File: src/sv/stepper_button_segment_sequencer_defines.svh
// Assertion macros shared by the stepper sequencer modules.
`ifndef STEPPER_BUTTON_SEGMENT_SEQUENCER_DEFINES_SVH
`define STEPPER_BUTTON_SEGMENT_SEQUENCER_DEFINES_SVH

`ifndef SYNTHESIS
// Same-cycle implication, sampled on clk, off while rst is high.
`define SBSS_ASSERT_NOW(label, ante, cons) \
  label: assert property (@(posedge clk) disable iff (rst) (ante) |-> (cons)) \
    else $error("sbss check failed");
// Next-cycle implication, sampled on clk, off while rst is high.
`define SBSS_ASSERT_NEXT(label, ante, cons) \
  label: assert property (@(posedge clk) disable iff (rst) (ante) |=> (cons)) \
    else $error("sbss check failed");
`else
`define SBSS_ASSERT_NOW(label, ante, cons)
`define SBSS_ASSERT_NEXT(label, ante, cons)
`endif

`endif

File: src/sv/sbss_pkg.sv
// Types, codes and constants for the stepper sequencer.
package sbss_pkg;

  localparam int CfgIndexWidth = 8;
  localparam int CfgDataWidth  = 8;

  // Register indexes on the configuration port
  localparam logic [CfgIndexWidth-1:0] CFG_PHASE_TICKS       = 8'd0;
  localparam logic [CfgIndexWidth-1:0] CFG_STEPS_PER_SEGMENT = 8'd1;
  localparam logic [CfgIndexWidth-1:0] CFG_SEGMENTS_PER_RUN  = 8'd2;
  localparam logic [CfgIndexWidth-1:0] CFG_BLINK_TICKS       = 8'd3;

  // Control state codes
  localparam logic [2:0] ST_IDLE  = 3'd0;
  localparam logic [2:0] ST_ARM   = 3'd1;
  localparam logic [2:0] ST_RUN   = 3'd2;
  localparam logic [2:0] ST_BLINK = 3'd3;
  localparam logic [2:0] ST_HALT  = 3'd4;

  // Full-step coil sequence
  localparam logic [3:0] COIL_TABLE [4] = '{4'b1100, 4'b0110, 4'b0011, 4'b1001};

  localparam logic [7:0] PHASE_TICKS_RESET       = 8'd1;
  localparam logic [7:0] STEPS_PER_SEGMENT_RESET = 8'd64;
  localparam logic [3:0] SEGMENTS_PER_RUN_RESET  = 4'd8;
  localparam logic [7:0] BLINK_TICKS_RESET       = 8'd35;

  typedef struct packed {
    logic [7:0] phase_ticks;
    logic [7:0] steps_per_segment;
    logic [3:0] segments_per_run;
    logic [7:0] blink_ticks;
  } sbss_cfg_t;

  typedef struct packed {
    logic [3:0] coil_pattern;
    logic       led_on;
    logic       motor_running;
  } sbss_result_t;

endpackage

File: src/sv/sbss_core.sv
// Sequencer state machine: one tick per accepted word, result for that tick.
`include "stepper_button_segment_sequencer_defines.svh"

module sbss_core import sbss_pkg::*; (
  input  logic         clk,
  input  logic         rst,
  input  logic         advance,
  input  logic         button_level,
  input  sbss_cfg_t    cfg,
  output sbss_result_t res
);

  logic [2:0] control_state, control_state_next;
  logic [1:0] phase_index, phase_index_next;
  logic [7:0] step_count, step_count_next;
  logic [3:0] segment_count, segment_count_next;
  logic [7:0] tick_count, tick_count_next;
  logic [3:0] held_pattern, held_pattern_next;

  logic       pressed;
  logic [8:0] tick_inc;
  logic [8:0] step_inc;
  logic [4:0] seg_inc;
  logic [3:0] coil_now;

  assign pressed  = !button_level;
  assign tick_inc = {1'b0, tick_count} + 9'd1;
  assign step_inc = {1'b0, step_count} + 9'd1;
  assign seg_inc  = {1'b0, segment_count} + 5'd1;
  assign coil_now = COIL_TABLE[phase_index];

  always_comb begin
    control_state_next = control_state;
    phase_index_next   = phase_index;
    step_count_next    = step_count;
    segment_count_next = segment_count;
    tick_count_next    = tick_count;
    held_pattern_next  = held_pattern;
    res                = '0;
    unique case (control_state)
      ST_ARM: begin
        if (!pressed) begin
          control_state_next = ST_RUN;
          phase_index_next   = '0;
          step_count_next    = '0;
          segment_count_next = '0;
          tick_count_next    = '0;
          held_pattern_next  = '0;
        end
      end
      ST_RUN: begin
        // a press at a step start halts the run
        if (phase_index == 2'd0 && tick_count == 8'd0 && pressed) begin
          control_state_next = ST_HALT;
          res.coil_pattern   = held_pattern;
        end else begin
          res.motor_running = 1'b1;
          res.coil_pattern  = coil_now;
          held_pattern_next = coil_now;
          if (tick_inc >= {1'b0, cfg.phase_ticks}) begin
            tick_count_next = '0;
            if (phase_index == 2'd3) begin
              phase_index_next = '0;
              if (step_inc >= {1'b0, cfg.steps_per_segment}) begin
                step_count_next    = '0;
                control_state_next = ST_BLINK;
              end else begin
                step_count_next = step_inc[7:0];
              end
            end else begin
              phase_index_next = phase_index + 2'd1;
            end
          end else begin
            tick_count_next = tick_inc[7:0];
          end
        end
      end
      ST_BLINK: begin
        res.motor_running = 1'b1;
        res.led_on        = 1'b1;
        res.coil_pattern  = held_pattern;
        if (tick_inc >= {1'b0, cfg.blink_ticks}) begin
          tick_count_next = '0;
          if (seg_inc >= {1'b0, cfg.segments_per_run}) begin
            segment_count_next = '0;
            control_state_next = ST_IDLE;
          end else begin
            segment_count_next = seg_inc[3:0];
            control_state_next = ST_RUN;
          end
        end else begin
          tick_count_next = tick_inc[7:0];
        end
      end
      ST_HALT: begin
        res.coil_pattern = held_pattern;
        if (!pressed) control_state_next = ST_IDLE;
      end
      default: begin
        control_state_next = pressed ? ST_ARM : ST_IDLE;
      end
    endcase
  end

  always_ff @(posedge clk) begin
    if (rst) begin
      control_state <= ST_IDLE;
      phase_index   <= '0;
      step_count    <= '0;
      segment_count <= '0;
      tick_count    <= '0;
      held_pattern  <= '0;
    end else if (advance) begin
      control_state <= control_state_next;
      phase_index   <= phase_index_next;
      step_count    <= step_count_next;
      segment_count <= segment_count_next;
      tick_count    <= tick_count_next;
      held_pattern  <= held_pattern_next;
    end
  end

  `SBSS_ASSERT_NOW(a_led_within_run, res.led_on, res.motor_running)
  `SBSS_ASSERT_NOW(a_idle_coils_off, control_state == ST_IDLE, res.coil_pattern == 4'd0)
  `SBSS_ASSERT_NEXT(a_arm_release_starts,
                    advance && control_state == ST_ARM && button_level,
                    control_state == ST_RUN && held_pattern == 4'd0 && tick_count == 8'd0)
  `SBSS_ASSERT_NEXT(a_hold_without_tick, !advance,
                    $stable(control_state) && $stable(tick_count) && $stable(held_pattern))

endmodule

File: config.mk
export PLATFORM = sky130hd
export DESIGN_NAME = sbss_core
export DESIGN_NICKNAME = d
export VERILOG_FILES = /design/src/sv/sbss_pkg.sv /design/src/sv/sbss_core.sv
export VERILOG_INCLUDE_DIRS = /design/src /design/src/sv
export SDC_FILE = /design/constraint.sdc
export NUM_CORES = 1
export LEC_CHECK = 0
export BUFFER_PORTS_ARGS = -buffer_cell sky130_fd_sc_hd__buf_4
export CAP_MARGIN = 25
export CORE_UTILIZATION = 58
export DETAILED_ROUTE_END_ITERATION = 7
export PLACE_DENSITY = 0.89
export SYNTH_ARGS = -nofsm -noshare
export SYNTH_HDL_FRONTEND = slang
export SYNTH_SLANG_ARGS = --single-unit
File: constraint.sdc
create_clock -name clk -period 3.4 [get_ports clk]
set_input_delay 0.17 -clock clk [delete_from_list [all_inputs] [get_ports clk]]
set_output_delay 0.17 -clock clk [all_outputs]
set_load 0.03 [all_outputs]
==> impl_metrics.json, run 1 <==
{
  "final_period_minus_worst_setup_slack_ns": 3.20,
  "placed_cells_incl_taps": 401,
  "largest_fanout_on_the_critical_path": 7,
  "netSwitchingFraction": 0.275,
  "wl_per_cell_um": 14.7,
  "vias": 2436,
  "max_freq_mhz": 312,
  "hpwlAfterDp_mm": 4.46,
  "synthDistinctLibCells": 52,
  "final_max_slew_viol_count": 0,
  "mostFrequentLayoutCell": "sky130_fd_sc_hd__buf_4",
  "ctsResizeCount": 0,
  "die_boundary_height_um": 67.9,
  "number_of_remaining_drc_errors": 0,
  "synth-seq-area-share": 0.231,
  "timing.final.hold_violations": 0,
  "routed_wl_mm": 6.01,
  "timing.critical_path.required_ns": 3.57,
  "net-switching-power_mw": 0.218,
  "combPwrFrac": 0.189,
  "cts_hold_buffers": 0,
  "synth.ff_latch_count": 29,
  "cellPowerDensity_nw_per_um2": 270,
  "run_status": "completed",
  "antenna_cells": 0,
  "post-cts-setup-buffer-count": 0,
  "mostFrequentLayoutCells": "40 x sky130_fd_sc_hd__buf_4, 36 x sky130_fd_sc_hd__inv_1, 34 x sky130_fd_sc_hd__ha_1",
  "grt_max_degree": 21,
  "tritoncts": "done",
  "timing.slew.headroom": 0.538,
  "timing.final.crit_share": 0.942,
  "number_of_global_route_vias_before_repair": 2377,
  "synthesis.instances": 318,
  "synth.avg_cell_area_um2": 7.92,
  "pre_cts_ws_ns": 0.227,
  "route.antenna.remaining_nets": 0,
  "gp_routability_congestion": 0.950,
  "max_slew.worst_pin.slew_ns": 0.687,
  "xor_xnor_cell_area_share_of_the_yosys_netlist": 0.0383,
  "top_level_ports": 38,
  "ctsLongestPathBuffers": 2,
  "synth_top_family_by_area": "simple AND/OR/NAND/NOR gates",
  "clock_insertion_delay_worst_skew_ns": 0.28,
  "die-area_um2": 4610,
  "clock_power_share": 0.361,
  "synth.area.mux_share": 0.0119,
  "setup_total_negative_slack_ns": 0,
  "grt_pass1_wl_mm": 10.2,
  "peakVddDrop_mv": 0.269,
  "timing.setup.critical_path_class": "reg -> reg",
  "worst-endpoint-arrival_ns": 3.38,
  "overall_die_width_um": 67.9,
  "flow.area_growth_from_synthesis_pct": 16.9,
  "internal-power_mw": 0.576,
  "vias_per_cell": 5.97,
  "number_of_enable_flip_flop_cells_after_synthesis": 0,
  "root_buffer": "sky130_fd_sc_hd__clkbuf_8",
  "post_cts_clock_slew_at_the_launch_and_capture_registers_of_the_worst_setup_and_hold_paths_ns": 0.06,
  "numCtsBuffers": 5,
  "timing.max_cap.violations": 0,
  "grt_overflow": 0,
  "floorplan.initialDensity": 0.616,
  "nets": 424,
  "synth_compound_area_frac": 0.238,
  "post_route_skew_ns": 0.00522,
  "grt_usage": 0.293,
  "hold_class": "in -> reg",
  "drt_pass1_iterations": 4,
  "timing.final.ws_setup_ns": 0.197,
  "share_seq_of_total_power": 0.451,
  "grt_antenna_before_repair": 0,
  "static-leakage-power_nw": 1.43,
  "core_area_um2": 4090,
  "timing.final.setup_violations": 0,
  "synthSimpleGateAreaFrac": 0.245,
  "post_synth_fa_ha_maj_area_fraction": 0.169,
  "synth-warning-count": 0,
  "num_rows": 23,
  "number_of_violations_reported_at_the_end_of_detailed_routing_iteration_0": 200,
  "htree_num_levels": 2,
  "asyncSetResetFlopFracSynth": 0,
  "buffer_ports.inserted": 37,
  "clkSinkCount": 29,
  "post_route_cells_drive_above_1_share": 0.159,
  "fin_cells": 408,
  "synth-main-ff-cell": "sky130_fd_sc_hd__dfxtp_1",
  "netlist_area_um2": 2520,
  "synth_fp_nets": 384,
  "unrepaired_setup_endpoints_after_global_routing": "no",
  "crit_path_start_kind": "flip-flop",
  "crit_path_end_kind": "flip-flop"
}
[Yosys cell counts (all sizes together) (4+ instances only)]
master,count,area share
nand2b,14,0.035
nor2,25,0.037
a21o,9,0.027
and3,7,0.017
o21ai,15,0.030
nand2,26,0.039
o31ai,5,0.015
o211ai,5,0.015
o2111ai,5,0.017
nand3,13,0.026
nor3,8,0.020
nand3b,4,0.012
dfxtp,29,0.23
a22oi,8,0.024
ha,34,0.17
clkbuf,4,0.0060
a21oi,12,0.024
xnor2,8,0.028
inv,36,0.054
[worst max-delay path, cell delays in order, from the launching register on]
cell and delay [ns]:
sky130_fd_sc_hd__dfxtp_1 0.44, sky130_fd_sc_hd__ha_1 0.28, sky130_fd_sc_hd__and4_1 0.29, sky130_fd_sc_hd__a21boi_0 0.12
sky130_fd_sc_hd__nand2b_1 0.20, sky130_fd_sc_hd__ha_1 0.30, sky130_fd_sc_hd__and3_1 0.19, sky130_fd_sc_hd__o2111ai_1 0.11
sky130_fd_sc_hd__a2bb2oi_1 0.20, sky130_fd_sc_hd__a311oi_2 0.53, sky130_fd_sc_hd__o21ai_1 0.14, sky130_fd_sc_hd__a32o_1 0.27
[kinds of logic after synthesis]
logic type,Yosys count
AOI/OAI and AO/OA,81
xor gates and xnor gates,11
adders and majority gates,34
buffers and inverters,44
muxes,3
and+or+nand+nor,116
DFF,29
[final timing paths]
kind,startpoint,endpoint,slack (ns),depth (start not counted)
setup / recovery,tick_count[0],segment_count[2],0.20,11
hold / removal,rst,held_pattern[2],0.23,2
setup reg to reg,tick_count[0],segment_count[2],0.20,11
hold reg to reg,step_count[3],step_count[3],0.49,2
[layer usage]
metal | global-route usage | part of all wire | up-vias
li1 | - | - | 1221
met4 | 0.115 | 0.013 | 0
met1 | 0.357 | 0.44 | 1124
met5 | 0 | 0 | -
met3 | 0.0550 | 0.054 | 13
met2 | 0.504 | 0.50 | 78
[power by group through the flow]
stage          logic (mW)  clock network [mW]  registers, mW
2_1_floorplan      0.0980                   0          0.356
3_3_place_gp        0.143                   0          0.364
3_5_place_dp        0.147                   0          0.365
4_1_cts             0.149               0.288          0.358
5_1_grt             0.168               0.302          0.359
6_report            0.150               0.286          0.358
[state kept, by name (all words and copies together) (netlist names)]
name	flops
held_pattern	4
segment_count	4
phase_index	2
control_state	3
tick_count	8
step_count	8
[area by class of cell]
class,instances,area (µm²)
clock buffers,7,86.3
fillers,352,1140
inverters,37,139
multi-input cells,245,1780
flip-flops and latches,29,581
well taps,50,62.6
repair buffers,40,300
[through the flow]
stage          power (mW)  hold slack, ns   util  cell area, µm²
3_5_place_dp        0.512           0.458  0.698            2850
6_report            0.794           0.231  0.720            2940
4_1_cts             0.794           0.230  0.719            2940
2_1_floorplan       0.454           0.386      -            2520
3_3_place_gp        0.508           0.448  0.698            2850
5_1_grt             0.829           0.257  0.720            2940
No activity file was read; power rests on OpenSTA's default activity.
==> run 2, diff against run 1 <==
--- a/config.mk
+++ b/config.mk
@@ -8,9 +8,10 @@
 export LEC_CHECK = 0
 export BUFFER_PORTS_ARGS = -buffer_cell sky130_fd_sc_hd__buf_4
 export CAP_MARGIN = 25
-export CORE_UTILIZATION = 58
+export CORE_UTILIZATION = 60
 export DETAILED_ROUTE_END_ITERATION = 7
-export PLACE_DENSITY = 0.89
+export MAX_ROUTING_LAYER = met4
+export PLACE_DENSITY = 0.91
 export SYNTH_ARGS = -nofsm -noshare
 export SYNTH_HDL_FRONTEND = slang
 export SYNTH_SLANG_ARGS = --single-unit
==> constraint.sdc (replaced) <==
create_clock -name clk -period 3.9 [get_ports clk]
set_input_delay 0.195 -clock clk [delete_from_list [all_inputs] [get_ports clk]]
set_output_delay 0.195 -clock clk [all_outputs]
set_load 0.03 [all_outputs]
==> impl_metrics.json, run 2 (synthesis results as in run 1) <==
{
  "internal-power_mw": 0.614,
  "timing.slew.headroom": 0.479,
  "post-cts-setup-buffer-count": 0,
  "timing.max_cap.violations": 0,
  "num_rows": 23,
  "met3_length_um": 303,
  "top_level_ports": 38,
  "fin_util": 0.735,
  "post_route_cells_drive_above_1_share": 0.154,
  "hpwlAfterDp_mm": 4.43,
  "worstPathCellList": "ha_1 > and4_1 > a21boi_0 > nand2b_1 > ha_1 > and3_1 > nand3_1 > a21oi_1 > o2111ai_1 > a21oi_1 > a21o_1",
  "number_of_violations_reported_at_the_end_of_detailed_routing_iteration_0": 171,
  "slowest_delay_ns": 0.58,
  "max_freq_mhz": 297,
  "wl_met2_mm": 2.75,
  "pre_cts_ws_ns": 0.598,
  "nets": 421,
  "combPwrFrac": 0.159,
  "fin_cells": 406,
  "clock_power_share": 0.458,
  "hold_class": "in -> reg",
  "overall_die_width_um": 66.8,
  "tritoncts": "done",
  "post_route_skew_ns": 0.00764,
  "final_max_slew_viol_count": 0,
  "core_area_um2": 4030,
  "ctsResizeCount": 0,
  "grt_antenna_before_repair": 0,
  "netSwitchingFraction": 0.243,
  "finalHoldWorstSlack_ns": 0.250,
  "layout_top_registers": "step_count x8, tick_count x8",
  "net-switching-power_mw": 0.198,
  "drt_pass1_iterations": 5,
  "multiInputGateArea_um2": 1770,
  "holdPathStages": 2,
  "wl_per_cell_um": 14.0,
  "routed_wl_mm": 5.70,
  "peakVddDrop_mv": 0.332,
  "buffer_ports.inserted": 37,
  "largest_fanout_on_the_critical_path": 8,
  "met1_length_mm": 2.57,
  "number_of_global_route_vias_before_repair": 2244,
  "dr.max_layer_used": "met4",
  "share_seq_of_total_power": 0.383,
  "cts_hold_buffers": 0,
  "reg_area_um2": 581,
  "mostFrequentLayoutCells": "37 x sky130_fd_sc_hd__buf_4, 36 x sky130_fd_sc_hd__inv_1, 34 x sky130_fd_sc_hd__ha_1",
  "die_boundary_height_um": 66.8,
  "ctsLongestPathBuffers": 2,
  "crit_path_end_kind": "flip-flop",
  "die-area_um2": 4460,
  "n_fill_cell": 321,
  "dpl_cell_area_um2": 2830,
  "unrepaired_setup_endpoints_after_global_routing": "no",
  "timing.final.setup_violations": 0,
  "finalPower_mw": 0.812,
  "post_cts_clock_slew_at_the_launch_and_capture_registers_of_the_worst_setup_and_hold_paths_ns": 0.07,
  "mostFrequentLayoutCell": "sky130_fd_sc_hd__buf_4",
  "clock_insertion_delay_worst_skew_ns": 0.29,
  "gp_routability_congestion": 0.917,
  "worst-endpoint-arrival_ns": 3.61,
  "max_slew.worst_pin.slew_ns": 0.773,
  "timing.final.crit_share": 0.864,
  "grt_overflow": 0,
  "vias_per_cell": 6.01,
  "run_status": "completed",
  "timing.final.hold_violations": 0,
  "clkSinkCount": 29,
  "timing.reg2reg.worst_path_depth": 11,
  "route.antenna.remaining_nets": 0,
  "numCtsBuffers": 5,
  "root_buffer": "sky130_fd_sc_hd__clkbuf_8",
  "grt_max_degree": 21,
  "design_area_final_um2": 2960,
  "cellPowerDensity_nw_per_um2": 274,
  "timing.setup.critical_path_class": "reg -> reg",
  "vias": 2440,
  "critPathSlowestCell": "sky130_fd_sc_hd__a21oi_1",
  "placed_cells_incl_taps": 398,
  "grt_usage": 0.281,
  "final_period_minus_worst_setup_slack_ns": 3.37,
  "static-leakage-power_nw": 1.43,
  "htree_num_levels": 2,
  "antenna_cells": 0,
  "flow.area_growth_from_synthesis_pct": 17.6,
  "number_of_remaining_drc_errors": 0,
  "grt_pass1_wl_mm": 9.32,
  "timing.final.ws_setup_ns": 0.531,
  "timing.critical_path.required_ns": 4.14,
  "setup_total_negative_slack_ns": 0,
  "crit_path_start_kind": "flip-flop",
  "floorplan.initialDensity": 0.625
}
[run 2: critical path, delay by kind of cell (launching register included)]
kind | cells | cell delay (ns)
fa+ha+maj | 2 | 0.58
simple gates | 4 | 0.77
flops | 1 | 0.43
compound gates | 5 | 1.54
[run 2: power by group through the flow]
stage,Clock (mW),Combinational (mW),Sequential (mW)
after floorplan,0,0.0855,0.311
after global placement,0,0.124,0.317
after detailed placement,0,0.127,0.318
after CTS,0.377,0.128,0.311
after global routing,0.390,0.141,0.312
final,0.372,0.129,0.311
[run 2: layout make-up]
type	instances	area share
flip-flops and latches	29	0.196
clock inverters	3	0.0220
multi-input cells	245	0.597
well taps	50	0.0211
clock buffers	5	0.0232
repair buffers	37	0.0937
inverters	37	0.0469
[run 2: metal layers]
layer / GRT usage / vias to the layer above
li1: - / 1222
met5: - / -
met4: 0.101 / 0
met2: 0.486 / 89
met3: 0.0582 / 9
met1: 0.316 / 1120
[run 2: final timing paths]
path	start	slack [ns]	end
min	rst	0.25	held_pattern[0]
max	tick_count[0]	0.53	step_count[6]
max reg2reg	tick_count[0]	0.53	step_count[6]
min reg2reg	step_count[4]	0.46	step_count[4]
==> run 3, diff against run 2 <==
--- a/config.mk
+++ b/config.mk
@@ -6,12 +6,16 @@
 export SDC_FILE = /design/constraint.sdc
 export NUM_CORES = 1
 export LEC_CHECK = 0
+export ABC_AREA = 1
 export BUFFER_PORTS_ARGS = -buffer_cell sky130_fd_sc_hd__buf_4
 export CAP_MARGIN = 25
-export CORE_UTILIZATION = 60
+export CELL_PAD_IN_SITES_DETAIL_PLACEMENT = 1
+export CELL_PAD_IN_SITES_GLOBAL_PLACEMENT = 1
+export CORE_MARGIN = 2
+export CORE_UTILIZATION = 44
 export DETAILED_ROUTE_END_ITERATION = 7
 export MAX_ROUTING_LAYER = met4
-export PLACE_DENSITY = 0.91
+export PLACE_DENSITY = 0.94
 export SYNTH_ARGS = -nofsm -noshare
 export SYNTH_HDL_FRONTEND = slang
 export SYNTH_SLANG_ARGS = --single-unit
==> impl_metrics.json, run 3 <==
{
  "run_status": "completed",
  "cp_top_family": "simple AND/OR/NAND/NOR gates",
  "root_buffer": "sky130_fd_sc_hd__clkbuf_8",
  "synth.ff_latch_count": 29,
  "synth_top_area_frac": 0.220,
  "cp.depth": 16,
  "clkSinkCount": 29,
  "grt_pass1_wl_mm": 12.9,
  "drt_pass1_iterations": 5,
  "critPathSlowestCell": "sky130_fd_sc_hd__dfxtp_1",
  "timing.setup.critical_path_class": "reg -> reg",
  "setup_total_negative_slack_ns": 0,
  "unrepaired_setup_endpoints_after_global_routing": "no",
  "tritoncts": "done",
  "routed_wl_mm": 7.67,
  "design_area_final_um2": 3080,
  "number_of_remaining_drc_errors": 0,
  "hold_class": "in -> reg",
  "htree_num_levels": 2,
  "reg2reg_slack_ns": 0.95,
  "timing.critical_path.required_ns": 4.07,
  "synthDistinctLibCells": 31,
  "xor_xnor_cell_area_share_of_the_yosys_netlist": 0.0432,
  "holdPathStages": 2,
  "layout_top_registers": "step_count x8, tick_count x8",
  "overall_die_width_um": 81.4,
  "cts_hold_buffers": 0,
  "max_freq_mhz": 339,
  "floorplan.initialDensity": 0.451,
  "antenna_cells": 0,
  "gp_routability_congestion": 0.879,
  "worst-endpoint-arrival_ns": 3.12,
  "grt_max_degree": 19,
  "fin_cells": 525,
  "ctsLongestPathBuffers": 2,
  "post_cts_clock_slew_at_the_launch_and_capture_registers_of_the_worst_setup_and_hold_paths_ns": 0.06,
  "peakVddDrop_mv": 0.171,
  "synth-main-ff-cell": "sky130_fd_sc_hd__dfxtp_1",
  "number_of_global_route_vias_before_repair": 2857,
  "dpl_cell_area_um2": 3000,
  "netlist_area_um2": 2640,
  "largest_fanout_on_the_critical_path": 6,
  "worstPathCellList": "inv_2 > nor3_2 > nand2_1 > nor2_1 > nand3_1 > xnor2_1 > ha_1 > nand4_1 > nor3_1 > nand2_1 > nand3_4 > nor2_1 > nor2_1 > nand3_1 > nand2_1 > nor2_1",
  "synth_compound_area_frac": 0.135,
  "post-synth-top-count-cell": "sky130_fd_sc_hd__inv_1",
  "timing.final.setup_violations": 0,
  "mostFrequentLayoutCells": "75 x sky130_fd_sc_hd__inv_1, 73 x sky130_fd_sc_hd__nand2_1, 47 x sky130_fd_sc_hd__nor2_1",
  "most_frequent_cell_on_critical_path": "sky130_fd_sc_hd__nor2_1",
  "post_route_cells_drive_above_1_share": 0.156,
  "slowest_delay_ns": 0.40,
  "crit_path_start_kind": "flip-flop",
  "route.antenna.remaining_nets": 0,
  "flow.area_growth_from_synthesis_pct": 16.7,
  "top_level_ports": 38,
  "synthesis.instances": 408,
  "timing.max_cap.violations": 0,
  "synth-warning-count": 0,
  "hpwlAfterDp_mm": 6.22,
  "grt_overflow": 0,
  "yosys-top-cells-area": "sky130_fd_sc_hd__dfxtp_1 22%, sky130_fd_sc_hd__ha_1 16%, sky130_fd_sc_hd__inv_1 11%, sky130_fd_sc_hd__nand2_1 10%, sky130_fd_sc_hd__nor2_1 6.7%",
  "critical_path.reg2reg.startpoint": "tick_count[0]",
  "num_rows": 28,
  "max_slew.worst_pin.slew_ns": 0.505,
  "number_of_enable_flip_flop_cells_after_synthesis": 0,
  "synth_top_family_by_area": "simple AND/OR/NAND/NOR gates",
  "mostFrequentLayoutCell": "sky130_fd_sc_hd__inv_1",
  "synth.area.mux_share": 0,
  "crit_path_end_kind": "flip-flop",
  "synth_fp_nets": 474,
  "synthSimpleGateAreaFrac": 0.315,
  "core_area_um2": 5850,
  "grt_usage": 0.258,
  "post-cts-setup-buffer-count": 0,
  "die-area_um2": 6630,
  "ctsResizeCount": 0,
  "static-leakage-power_nw": 1.64,
  "final_period_minus_worst_setup_slack_ns": 2.95,
  "post_synth_fa_ha_maj_area_fraction": 0.161,
  "wl_per_cell_um": 14.6,
  "synth_largest_area_cell": "sky130_fd_sc_hd__dfxtp_1",
  "number_of_violations_reported_at_the_end_of_detailed_routing_iteration_0": 94,
  "yosys-top-cells-count": "75 x sky130_fd_sc_hd__inv_1, 73 x sky130_fd_sc_hd__nand2_1, 47 x sky130_fd_sc_hd__nor2_1",
  "vias": 2740,
  "placed_cells_incl_taps": 517,
  "timing.final.crit_share": 0.756,
  "post_route_skew_ns": 0.00494,
  "timing.critical_path.buf_inv": 1,
  "worst_hold_startpoint": "rst",
  "asyncSetResetFlopFracSynth": 0,
  "nets": 515,
  "min_to": "step_count[7]",
  "regToRegEndpoint": "control_state[0]",
  "grt_antenna_before_repair": 0,
  "synth-seq-area-share": 0.220,
  "timing.slew.headroom": 0.662,
  "die_boundary_height_um": 81.4,
  "timing.final.hold_violations": 0,
  "synth.avg_cell_area_um2": 6.46,
  "cellPowerDensity_nw_per_um2": 263,
  "clock_insertion_delay_worst_skew_ns": 0.28,
  "vias_per_cell": 5.22,
  "numCtsBuffers": 5,
  "final_max_slew_viol_count": 0,
  "timing.reg2reg.worst_path_depth": 16,
  "buffer_ports.inserted": 37
}
==> run 3: power by group <==
part	internal, mW	total [mW]	switching [mW]
Clock	0.127	0.239	0.112
Combinational	0.0905	0.244	0.154
Sequential	0.312	0.327	0.0143
==> run 3: layout make-up <==
class / count / area [µm²]
inverters: 85 / 319
well taps: 75 / 93.8
repair buffers: 37 / 278
flip-flops and latches: 29 / 581
multi-input cells: 291 / 1730
clock buffers: 8 / 80.1
fillers: 804 / 2770
==> run 3: per-stage QoR <==
stage,setup slack [ns],hold WS (ns),power [mW],utilization
floorplan,1.45,0.445,0.491,-
global placement,1.12,0.463,0.561,0.512
detailed placement,1.04,0.490,0.574,0.512
CTS,0.999,0.257,0.812,0.526
global route,0.685,0.273,0.858,0.526
finish,0.951,0.265,0.809,0.526
==> run 3: how the worst max path moves through the flow <==
stage                        startpoint                to  slack (ns)
after floorplan           tick_count[0]  control_state[0]        1.45
after global placement    tick_count[2]  control_state[0]        1.12
after CTS                 tick_count[0]  control_state[0]         1.0
after detailed placement  tick_count[0]  control_state[0]        1.04
final                     tick_count[0]  control_state[0]        0.95
after global routing      tick_count[2]  control_state[0]        0.68
==> run 3: worst reg2reg max path: cells and delay by family, from the launching register on <==
kind                       cells  cell delay [ns]
xor gates and xnor gates       1             0.21
adders and majority gates      1             0.36
buffers and inverters          1             0.08
DFF                            1             0.40
and+or+nand+nor               13             1.78
==> run 3: cell families after synthesis <==
family,Yosys count
simple gates,183
buf+inv,88
xor+xnor,13
fa+ha+maj,34
compound gates,61
flops,29
==> run 3: per-layer routing <==
layer | wire [µm] | GRT usage
met1 | 3210 | 0.294
met2 | 3960 | 0.466
met3 | 374 | 0.0407
met4 | 125 | 0.0678
met5 | 0 | -
